File: config.mk
export PLATFORM = sky130hd
export DESIGN_NAME = low_score_flank_window_selector
export DESIGN_NICKNAME = d
export VERILOG_FILES = /design/src/sv/lsfws_pkg.sv /design/src/sv/low_score_flank_window_selector.sv /design/src/sv/lsfws_front.sv /design/src/sv/lsfws_queue.sv /design/src/sv/lsfws_back.sv
export VERILOG_INCLUDE_DIRS = /design/src /design/src/sv
export SDC_FILE = /design/constraint.sdc
export NUM_CORES = 1
export LEC_CHECK = 0
export BUFFER_PORTS_ARGS = -buffer_cell sky130_fd_sc_hd__buf_2
export CAP_MARGIN = 10
export CORE_MARGIN = 2
export CORE_UTILIZATION = 50
export CTS_BUF_LIST = sky130_fd_sc_hd__clkbuf_4 sky130_fd_sc_hd__clkbuf_8 sky130_fd_sc_hd__clkbuf_16
export DETAILED_ROUTE_END_ITERATION = 10
export GPL_TIMING_DRIVEN = 1
export PLACE_DENSITY_LB_ADDON = 0.15
export SYNTH_ARGS = -nofsm -noshare
export SYNTH_HDL_FRONTEND = slang
export SYNTH_SLANG_ARGS = --single-unit
File: constraint.sdc
create_clock -name clk -period 14.05 [get_ports clk]
set_input_delay 0 -clock clk [delete_from_list [all_inputs] [get_ports clk]]
set_output_delay 0 -clock clk [all_outputs]
set_load 0.02 [all_outputs]
File: src/sv/assert_macros.svh
// ---------------------------------------------------------------------------
// Assertion macros
// Shared concurrent assertion forms; empty when SYNTHESIS is defined.
// ---------------------------------------------------------------------------
`ifndef ASSERT_MACROS_SVH
`define ASSERT_MACROS_SVH

`ifndef SYNTHESIS
`define ASSERT_ALWAYS(label, clk, rst_n, expr) \
    label: assert property (@(posedge clk) disable iff (!rst_n) (expr)) \
        else $error("assertion failed");
`define ASSERT_IMPL(label, clk, rst_n, ante, cons) \
    label: assert property (@(posedge clk) disable iff (!rst_n) (ante) |-> (cons)) \
        else $error("assertion failed");
`define ASSERT_NEXT(label, clk, rst_n, ante, cons) \
    label: assert property (@(posedge clk) disable iff (!rst_n) (ante) |=> (cons)) \
        else $error("assertion failed");
`else
`define ASSERT_ALWAYS(label, clk, rst_n, expr)
`define ASSERT_IMPL(label, clk, rst_n, ante, cons)
`define ASSERT_NEXT(label, clk, rst_n, ante, cons)
`endif

`endif

File: src/sv/lsfws_pkg.sv
// ---------------------------------------------------------------------------
// lsfws_pkg
// Types and constants of the low-score flank window selector.
// ---------------------------------------------------------------------------
package lsfws_pkg;

    localparam int WINDOW_SIZE = 5;
    localparam int MID_INDEX   = WINDOW_SIZE / 2;
    localparam int FILL_W      = $clog2(WINDOW_SIZE + 1);
    localparam int POS_W       = 32;
    localparam int SCORE_W     = 17;
    localparam int QUEUE_DEPTH = 2;
    localparam int QPTR_W      = (QUEUE_DEPTH > 1) ? $clog2(QUEUE_DEPTH) : 1;
    localparam int QCNT_W      = $clog2(QUEUE_DEPTH + 1);
    localparam int PADDR_W     = 3;
    localparam int PDATA_W     = 32;

    localparam logic [SCORE_W-1:0] THRESHOLD_RESET = 17'd64881;

    localparam logic FUNC_INSERT = 1'b0;
    localparam logic FUNC_FLUSH  = 1'b1;

    // register index = paddr / 4
    localparam logic [PADDR_W-3:0] REG_SCORE_THRESHOLD = '0;

    typedef logic [POS_W-1:0]   pos_t;
    typedef logic [SCORE_W-1:0] score_t;

    typedef struct packed {
        logic   func;
        pos_t   position;
        score_t score;
    } item_t;

    typedef struct packed {
        pos_t kept_position;
        logic last;
    } result_t;

    typedef struct packed {
        pos_t [WINDOW_SIZE-1:0] positions;
        logic [WINDOW_SIZE-1:0] mask;
    } job_t;

endpackage

File: src/sv/low_score_flank_window_selector.sv
// First result word: the job is written to the job queue, loaded into the back
// end's mask register, then registered as the output word. Items are taken one
// per cycle while the 2-deep job queue has room; a job emits one word per cycle
// while result_stall is low, and the next job is loaded once its mask is empty.
// Reset: window empty, kept marks cleared, threshold 64881; no clearing pass.
// ---------------------------------------------------------------------------
// low_score_flank_window_selector
// Sliding window selector with an APB threshold register.
// ---------------------------------------------------------------------------
`include "assert_macros.svh"

module low_score_flank_window_selector
    import lsfws_pkg::*;
(
    input  logic               clk,
    input  logic               rst_n,
    input  logic               psel,
    input  logic               penable,
    input  logic               pwrite,
    input  logic [PADDR_W-1:0] paddr,
    input  logic [PDATA_W-1:0] pwdata,
    output logic [PDATA_W-1:0] prdata,
    output logic               pready,
    input  logic               item_valid,
    output logic               item_stall,
    input  item_t              item,
    output logic               result_valid,
    input  logic               result_stall,
    output result_t            result
);

    score_t            threshold_reg;
    logic              cfg_write;
    logic              accept;
    logic              q_push;
    logic              q_pop;
    logic              q_full;
    logic              q_empty;
    job_t              push_job;
    job_t              pop_job;
    logic [FILL_W-1:0] fill;

    assign pready    = 1'b1;
    assign cfg_write = psel && penable && pwrite && pready;

    always_ff @(posedge clk or negedge rst_n)
    begin
        if (!rst_n)
            threshold_reg <= THRESHOLD_RESET;
        else if (cfg_write && (paddr[PADDR_W-1:2] == REG_SCORE_THRESHOLD))
            threshold_reg <= pwdata[SCORE_W-1:0];
    end

    assign prdata = (paddr[PADDR_W-1:2] == REG_SCORE_THRESHOLD)
                  ? PDATA_W'(threshold_reg) : '0;

    assign item_stall = q_full;
    assign accept     = item_valid && !item_stall;

    lsfws_front u_front (
        .clk       (clk),
        .rst_n     (rst_n),
        .accept    (accept),
        .item      (item),
        .threshold (threshold_reg),
        .push      (q_push),
        .job       (push_job),
        .fill      (fill)
    );

    lsfws_queue u_queue (
        .clk      (clk),
        .rst_n    (rst_n),
        .push     (q_push),
        .push_job (push_job),
        .full     (q_full),
        .pop      (q_pop),
        .pop_job  (pop_job),
        .empty    (q_empty)
    );

    lsfws_back u_back (
        .clk          (clk),
        .rst_n        (rst_n),
        .q_job        (pop_job),
        .q_empty      (q_empty),
        .q_pop        (q_pop),
        .result_valid (result_valid),
        .result_stall (result_stall),
        .result       (result)
    );

    `ASSERT_IMPL(a_no_overflow, clk, rst_n, q_push, !q_full)
    `ASSERT_IMPL(a_no_underflow, clk, rst_n, q_pop, !q_empty)
    `ASSERT_NEXT(a_flush_empties, clk, rst_n, accept && (item.func == FUNC_FLUSH), fill == '0)
    `ASSERT_ALWAYS(a_fill_range, clk, rst_n, fill <= FILL_W'(WINDOW_SIZE))

endmodule

File: src/sv/lsfws_front.sv
// ---------------------------------------------------------------------------
// lsfws_front
// Holds the window, classifies each item and queues a job of entries to emit.
// ---------------------------------------------------------------------------
module lsfws_front
    import lsfws_pkg::*;
(
    input  logic              clk,
    input  logic              rst_n,
    input  logic              accept,
    input  item_t             item,
    input  score_t            threshold,
    output logic              push,
    output job_t              job,
    output logic [FILL_W-1:0] fill
);

    pos_t                   pos_reg   [WINDOW_SIZE];
    score_t                 score_reg [WINDOW_SIZE];
    logic [WINDOW_SIZE-1:0] kept_reg;
    logic [FILL_W-1:0]      fill_reg;

    pos_t                   pos_next   [WINDOW_SIZE];
    score_t                 score_next [WINDOW_SIZE];
    logic [WINDOW_SIZE-1:0] kept_next;
    logic [FILL_W-1:0]      fill_next;

    logic [WINDOW_SIZE-1:0] kept_ins;
    logic [WINDOW_SIZE-1:0] check;
    logic [WINDOW_SIZE-1:0] valid;
    logic [WINDOW_SIZE-1:0] below;
    logic [WINDOW_SIZE-1:0] mask;
    logic [FILL_W-1:0]      fill_valid;
    logic                   low;

    always_comb
    begin
        pos_next   = pos_reg;
        score_next = score_reg;
        kept_ins   = kept_reg;
        fill_next  = fill_reg;
        fill_valid = fill_reg;
        check      = '0;
        if (item.func == FUNC_FLUSH)
        begin
            fill_next = '0;
            for (int i = 0; i < WINDOW_SIZE; i++)
            begin
                if (fill_reg < FILL_W'(WINDOW_SIZE))
                    check[i] = 1'b1;
                else
                    check[i] = (i > MID_INDEX);
            end
        end
        else if (fill_reg < FILL_W'(WINDOW_SIZE))
        begin
            for (int i = 0; i < WINDOW_SIZE; i++)
            begin
                if (FILL_W'(i) == fill_reg)
                begin
                    pos_next[i]   = item.position;
                    score_next[i] = item.score;
                    kept_ins[i]   = 1'b0;
                end
            end
            fill_next  = fill_reg + 1'b1;
            fill_valid = fill_next;
            // first fill checks the front half through the middle
            if (fill_next == FILL_W'(WINDOW_SIZE))
            begin
                for (int i = 0; i < WINDOW_SIZE; i++)
                    check[i] = (i <= MID_INDEX);
            end
        end
        else
        begin
            for (int i = 0; i < WINDOW_SIZE - 1; i++)
            begin
                pos_next[i]   = pos_reg[i+1];
                score_next[i] = score_reg[i+1];
                kept_ins[i]   = kept_reg[i+1];
            end
            pos_next[WINDOW_SIZE-1]   = item.position;
            score_next[WINDOW_SIZE-1] = item.score;
            kept_ins[WINDOW_SIZE-1]   = 1'b0;
            check[MID_INDEX]          = 1'b1;
        end

        for (int i = 0; i < WINDOW_SIZE; i++)
        begin
            valid[i] = (FILL_W'(i) < fill_valid);
            below[i] = (score_next[i] < threshold);
        end
        low  = |(check & valid & below);
        mask = low ? (valid & ~kept_ins) : '0;

        if (item.func == FUNC_FLUSH)
            kept_next = '0;
        else
            kept_next = kept_ins | mask;
    end

    always_ff @(posedge clk or negedge rst_n)
    begin
        if (!rst_n)
        begin
            kept_reg <= '0;
            fill_reg <= '0;
        end
        else if (accept)
        begin
            kept_reg <= kept_next;
            fill_reg <= fill_next;
        end
    end

    always_ff @(posedge clk)
    begin
        if (accept)
        begin
            pos_reg   <= pos_next;
            score_reg <= score_next;
        end
    end

    always_comb
    begin
        for (int i = 0; i < WINDOW_SIZE; i++)
            job.positions[i] = pos_next[i];
        job.mask = mask;
    end

    assign push = accept & (|mask);
    assign fill = fill_reg;

endmodule

File: src/sv/lsfws_queue.sv
// ---------------------------------------------------------------------------
// lsfws_queue
// Short job queue between the classifying front and the emitting back.
// ---------------------------------------------------------------------------
module lsfws_queue
    import lsfws_pkg::*;
(
    input  logic clk,
    input  logic rst_n,
    input  logic push,
    input  job_t push_job,
    output logic full,
    input  logic pop,
    output job_t pop_job,
    output logic empty
);

    job_t              mem [QUEUE_DEPTH];
    logic [QPTR_W-1:0] wr_ptr_reg;
    logic [QPTR_W-1:0] rd_ptr_reg;
    logic [QCNT_W-1:0] count_reg;

    function automatic logic [QPTR_W-1:0] ptr_inc(input logic [QPTR_W-1:0] p);
        if (p == QPTR_W'(QUEUE_DEPTH - 1))
            return '0;
        return p + 1'b1;
    endfunction

    always_ff @(posedge clk or negedge rst_n)
    begin
        if (!rst_n)
        begin
            wr_ptr_reg <= '0;
            rd_ptr_reg <= '0;
            count_reg  <= '0;
        end
        else
        begin
            if (push)
                wr_ptr_reg <= ptr_inc(wr_ptr_reg);
            if (pop)
                rd_ptr_reg <= ptr_inc(rd_ptr_reg);
            if (push && !pop)
                count_reg <= count_reg + 1'b1;
            else if (pop && !push)
                count_reg <= count_reg - 1'b1;
        end
    end

    always_ff @(posedge clk)
    begin
        if (push)
            mem[wr_ptr_reg] <= push_job;
    end

    assign pop_job = mem[rd_ptr_reg];
    assign full    = (count_reg == QCNT_W'(QUEUE_DEPTH));
    assign empty   = (count_reg == '0);

endmodule

File: src/sv/lsfws_back.sv
// ---------------------------------------------------------------------------
// lsfws_back
// Walks a job's mask oldest entry first and emits one word per marked entry.
// ---------------------------------------------------------------------------
module lsfws_back
    import lsfws_pkg::*;
(
    input  logic    clk,
    input  logic    rst_n,
    input  job_t    q_job,
    input  logic    q_empty,
    output logic    q_pop,
    output logic    result_valid,
    input  logic    result_stall,
    output result_t result
);

    pos_t [WINDOW_SIZE-1:0] pos_reg;
    logic [WINDOW_SIZE-1:0] mask_reg;
    logic [WINDOW_SIZE-1:0] mask_next;
    logic                   out_valid_reg;
    result_t                out_reg;

    logic [WINDOW_SIZE-1:0] pick;
    logic                   load_out;
    pos_t                   pick_pos;

    // lowest set bit = oldest entry
    always_comb
    begin
        pick = '0;
        for (int i = WINDOW_SIZE - 1; i >= 0; i--)
        begin
            if (mask_reg[i])
            begin
                pick    = '0;
                pick[i] = 1'b1;
            end
        end
        pick_pos = '0;
        for (int i = 0; i < WINDOW_SIZE; i++)
        begin
            if (pick[i])
                pick_pos = pick_pos | pos_reg[i];
        end
    end

    assign load_out  = (|mask_reg) && (!out_valid_reg || !result_stall);
    assign mask_next = mask_reg & ~pick;
    assign q_pop     = (mask_reg == '0) && !q_empty;

    always_ff @(posedge clk or negedge rst_n)
    begin
        if (!rst_n)
        begin
            mask_reg      <= '0;
            out_valid_reg <= 1'b0;
        end
        else
        begin
            if (q_pop)
                mask_reg <= q_job.mask;
            else if (load_out)
                mask_reg <= mask_next;

            if (load_out)
                out_valid_reg <= 1'b1;
            else if (!result_stall)
                out_valid_reg <= 1'b0;
        end
    end

    always_ff @(posedge clk)
    begin
        if (q_pop)
            pos_reg <= q_job.positions;
        if (load_out)
        begin
            out_reg.kept_position <= pick_pos;
            out_reg.last          <= (mask_next == '0);
        end
    end

    assign result_valid = out_valid_reg;
    assign result       = out_reg;

endmodule

==> results.cfg <==
[run_status]
outcome = complete, no violations

[grt]
grt_max_degree = 166
track_usage_pct = 23.09
antenna_found_initial = 5
grt_pass1_vias = 21310
grt_pass1_wl_mm = 123.4
grt_overflow = 0

[pwr]
power.share.clock_pct = 23.3
switching_share_pct = 34.19
fin_total_pwr_uw = 9540
p_leak_uw = 0.01399
power.internal_uw = 6278
powerDensity_mw_per_mm2 = 246.0
pwr-share-comb_pct = 31.6
switchingPower_uw = 3261
peakVddDrop_mv = 0.1646
seq_power_share_pct = 45.1

[job]
drv_cap = 0

[worst_setup_path]
required_ns = 14.30
arrival_ns = 6.88
cp-end-kind = flip-flop
cp-start-kind = flip-flop
worst-setup-path-type = reg2reg
crit_fanout = 69

[timing]
fmax_ghz = 0.1508
slew_violations = 0
period_minus_slack_ns = 6.630
slew_headroom_pct = 22.39
worst_slew_pin_slew_ns = 1.158
rsz0062_at_grt = false
clock_skew_ns = 0.01909
finalCritPeriodShare_pct = 47.19
hold_viol = 0
report.final.setup_viol = 0
tns_ns = 0

[floorplan]
top_level_ports = 160
die_h_um = 263.9
fp.dieArea_mm2 = 0.06966
die_w_um = 263.9
num_rows = 95
core-area_mm2 = 0.06704
start_util_pct = 50.39

[synthesis]
syn_avg_cell_area_um2 = 14.17
synth_area_mm2 = 0.03378
synth_top_area_share_pct = 68.27
yosysWarningCount = 0
synth_top_cell_by_area = edfxtp_1
ys_seq_elements = 803
seq_area_frac_synth_pct = 70.90
synthArstFlopShare_pct = 4.359
synth_area_leaders = edfxtp_1, mux2_2, nor2_1
synth_cells = 2384
yosysUniqueCellTypes = 75
synth_edf_count = 768
ys.flop_type = edfxtp_1

[detailed_routing]
via_count = 20770
drcViolationCount = 0
wl_per_cell_um = 23.05
ant_nets = 0
drtIter0Drc = 2056
vias_per_cell = 5.915
wl_mm = 80.92
first_pass_iters = 8

[layout]
most-common-layout-cells = edfxtp_1, nor2_1, nand2_1
area_growth_pct = 14.78
final_common_cell = edfxtp_1
drive_gt1_share_pct = 19.88
fin_nets = 2749
largest_reg_flops = 330

[clock_tree]
cts_tree = done
clk_path_buf_depth = 3
path_clk_slew_ns = 0.06
htree_levels = 3
clkLatencyLatePin_ns = 0.63
cts_buffers = 83
clock-root-buffer = clkbuf_16
cts_num_sinks = 803
postCtsSetupRepairBufs = 0

[min_path]
hp-class = in2reg

[place]
place.gp.congestion = 0.8261
io_buffers = 126
hpwl_mm = 43.45
==> logic make-up after synthesis <==
group | count (synthesis) | share of synthesized area [%]
simple gates | 683 | 8.482
other cells | 2 | 0.02223
mux | 182 | 6.048
xor+xnor | 4 | 0.1037
flops | 803 | 70.90
buf+inv | 191 | 2.411
fa+ha+maj | 86 | 3.185
compound gates | 433 | 8.845
==> routing by layer <==
metal	vias to the layer above	routed length (µm)	share of wire (%)	global-route usage, %
li1	9430	-	-	-
met1	10470	34250	42	31.16
met2	727	39380	49	38.67
met3	131	5339	6.6	3.551
met4	6	1912	2.4	7.432
met5	-	37	0.046	0
==> path summary, 6_finish.rpt <==
path	cells past startpoint	startpoint	endpoint	slack, ns
max	16	u_front.fill[2]$_DFFE_PN0P_	u_queue.mem[0][19]$_DFFE_PP_	7.42
min	5	item[49]	u_front.kept_reg[0]$_DFFE_PN0P_	0.05
max reg2reg	16	u_front.fill[2]$_DFFE_PN0P_	u_queue.mem[0][19]$_DFFE_PP_	7.42
min reg2reg	1	threshold_reg[9]$_DFFE_PN0P_	threshold_reg[9]$_DFFE_PN0P_	0.51
max in group asynchronous	2	rst_n	u_queue.rd_ptr_reg$_DFFE_PN0P_	13.25
min in group asynchronous	2	rst_n	threshold_reg[7]$_DFFE_PN0P_	0.08
==> what timing repair did <==
action	4_1_cts	5_1_grt
endpoints found under the setup margin	0	0
hold buffers	68	0
resized for setup	0	0
endpoints found under the hold margin	624	0
==> power by group through the flow <==
stage          clock network, µW  registers, µW  logic (µW)
6_report                    2220           4300        3010
2_1_floorplan                  0           4420        1990
5_1_grt                     2360           4380        3310
4_1_cts                     2270           4300        3020
3_3_place_gp                   0           4310        2920
3_5_place_dp                   0           4350        2990
==> stage by stage <==
step / instances / area [µm²] / hold WS (ns) / utilization [%] / setup slack [ns]
2_1_floorplan: 2398 / 33830 / -0.2956 / - / 1.112
4_1_cts: 3509 / 38770 / 0.007078 / 57.83 / 7.515
3_3_place_gp: 3291 / 35320 / 0.1785 / 52.68 / 7.593
3_5_place_dp: 3291 / 35320 / 0.1977 / 52.68 / 7.540
5_1_grt: 3511 / 38770 / 0.07831 / 57.84 / 6.980
6_report: 3511 / 38770 / 0.05278 / 57.84 / 7.420
==> Yosys cell counts (all sizes together), types with 8 or more instances <==
cell type / count
a21oi: 55
mux2: 177
o21ai: 75
dfrtp: 24
a21o: 8
nand2: 286
a22oi: 67
dfstp: 11
a221o: 35
clkbuf: 109
nand4: 14
inv: 51
and3: 14
nor2b: 12
o22ai: 132
nor2: 308
buf: 31
edfxtp: 768
a222oi: 21
ha: 86
==> cell type report <==
class | instances | area (µm²)
antenna | 2 | 5.005
fill | 5359 | 28270
sequential | 803 | 23960
clock buffer | 103 | 2298
clock inverter | 47 | 471.7
timing repair buffer | 228 | 1579
tap | 873 | 1092
inverter | 51 | 203.9
multi-input combinational | 1404 | 9165
==> worst max-delay path, stage by stage (launching register included) <==
cell	delay, ns
dfrtp_1	0.87
inv_1	0.30
ha_1	0.53
nor2b_1	0.26
a21oi_2	0.30
buf_4	0.30
nand2_1	0.08
o21ai_0	0.13
ha_1	0.30
a21oi_1	0.13
nor2b_1	0.05
o21ai_0	0.21
a311oi_1	0.15
o32ai_1	0.73
o211ai_1	0.26
nand2_4	0.64
buf_4	0.91
Note: power is estimated with default switching activity, not from simulation.
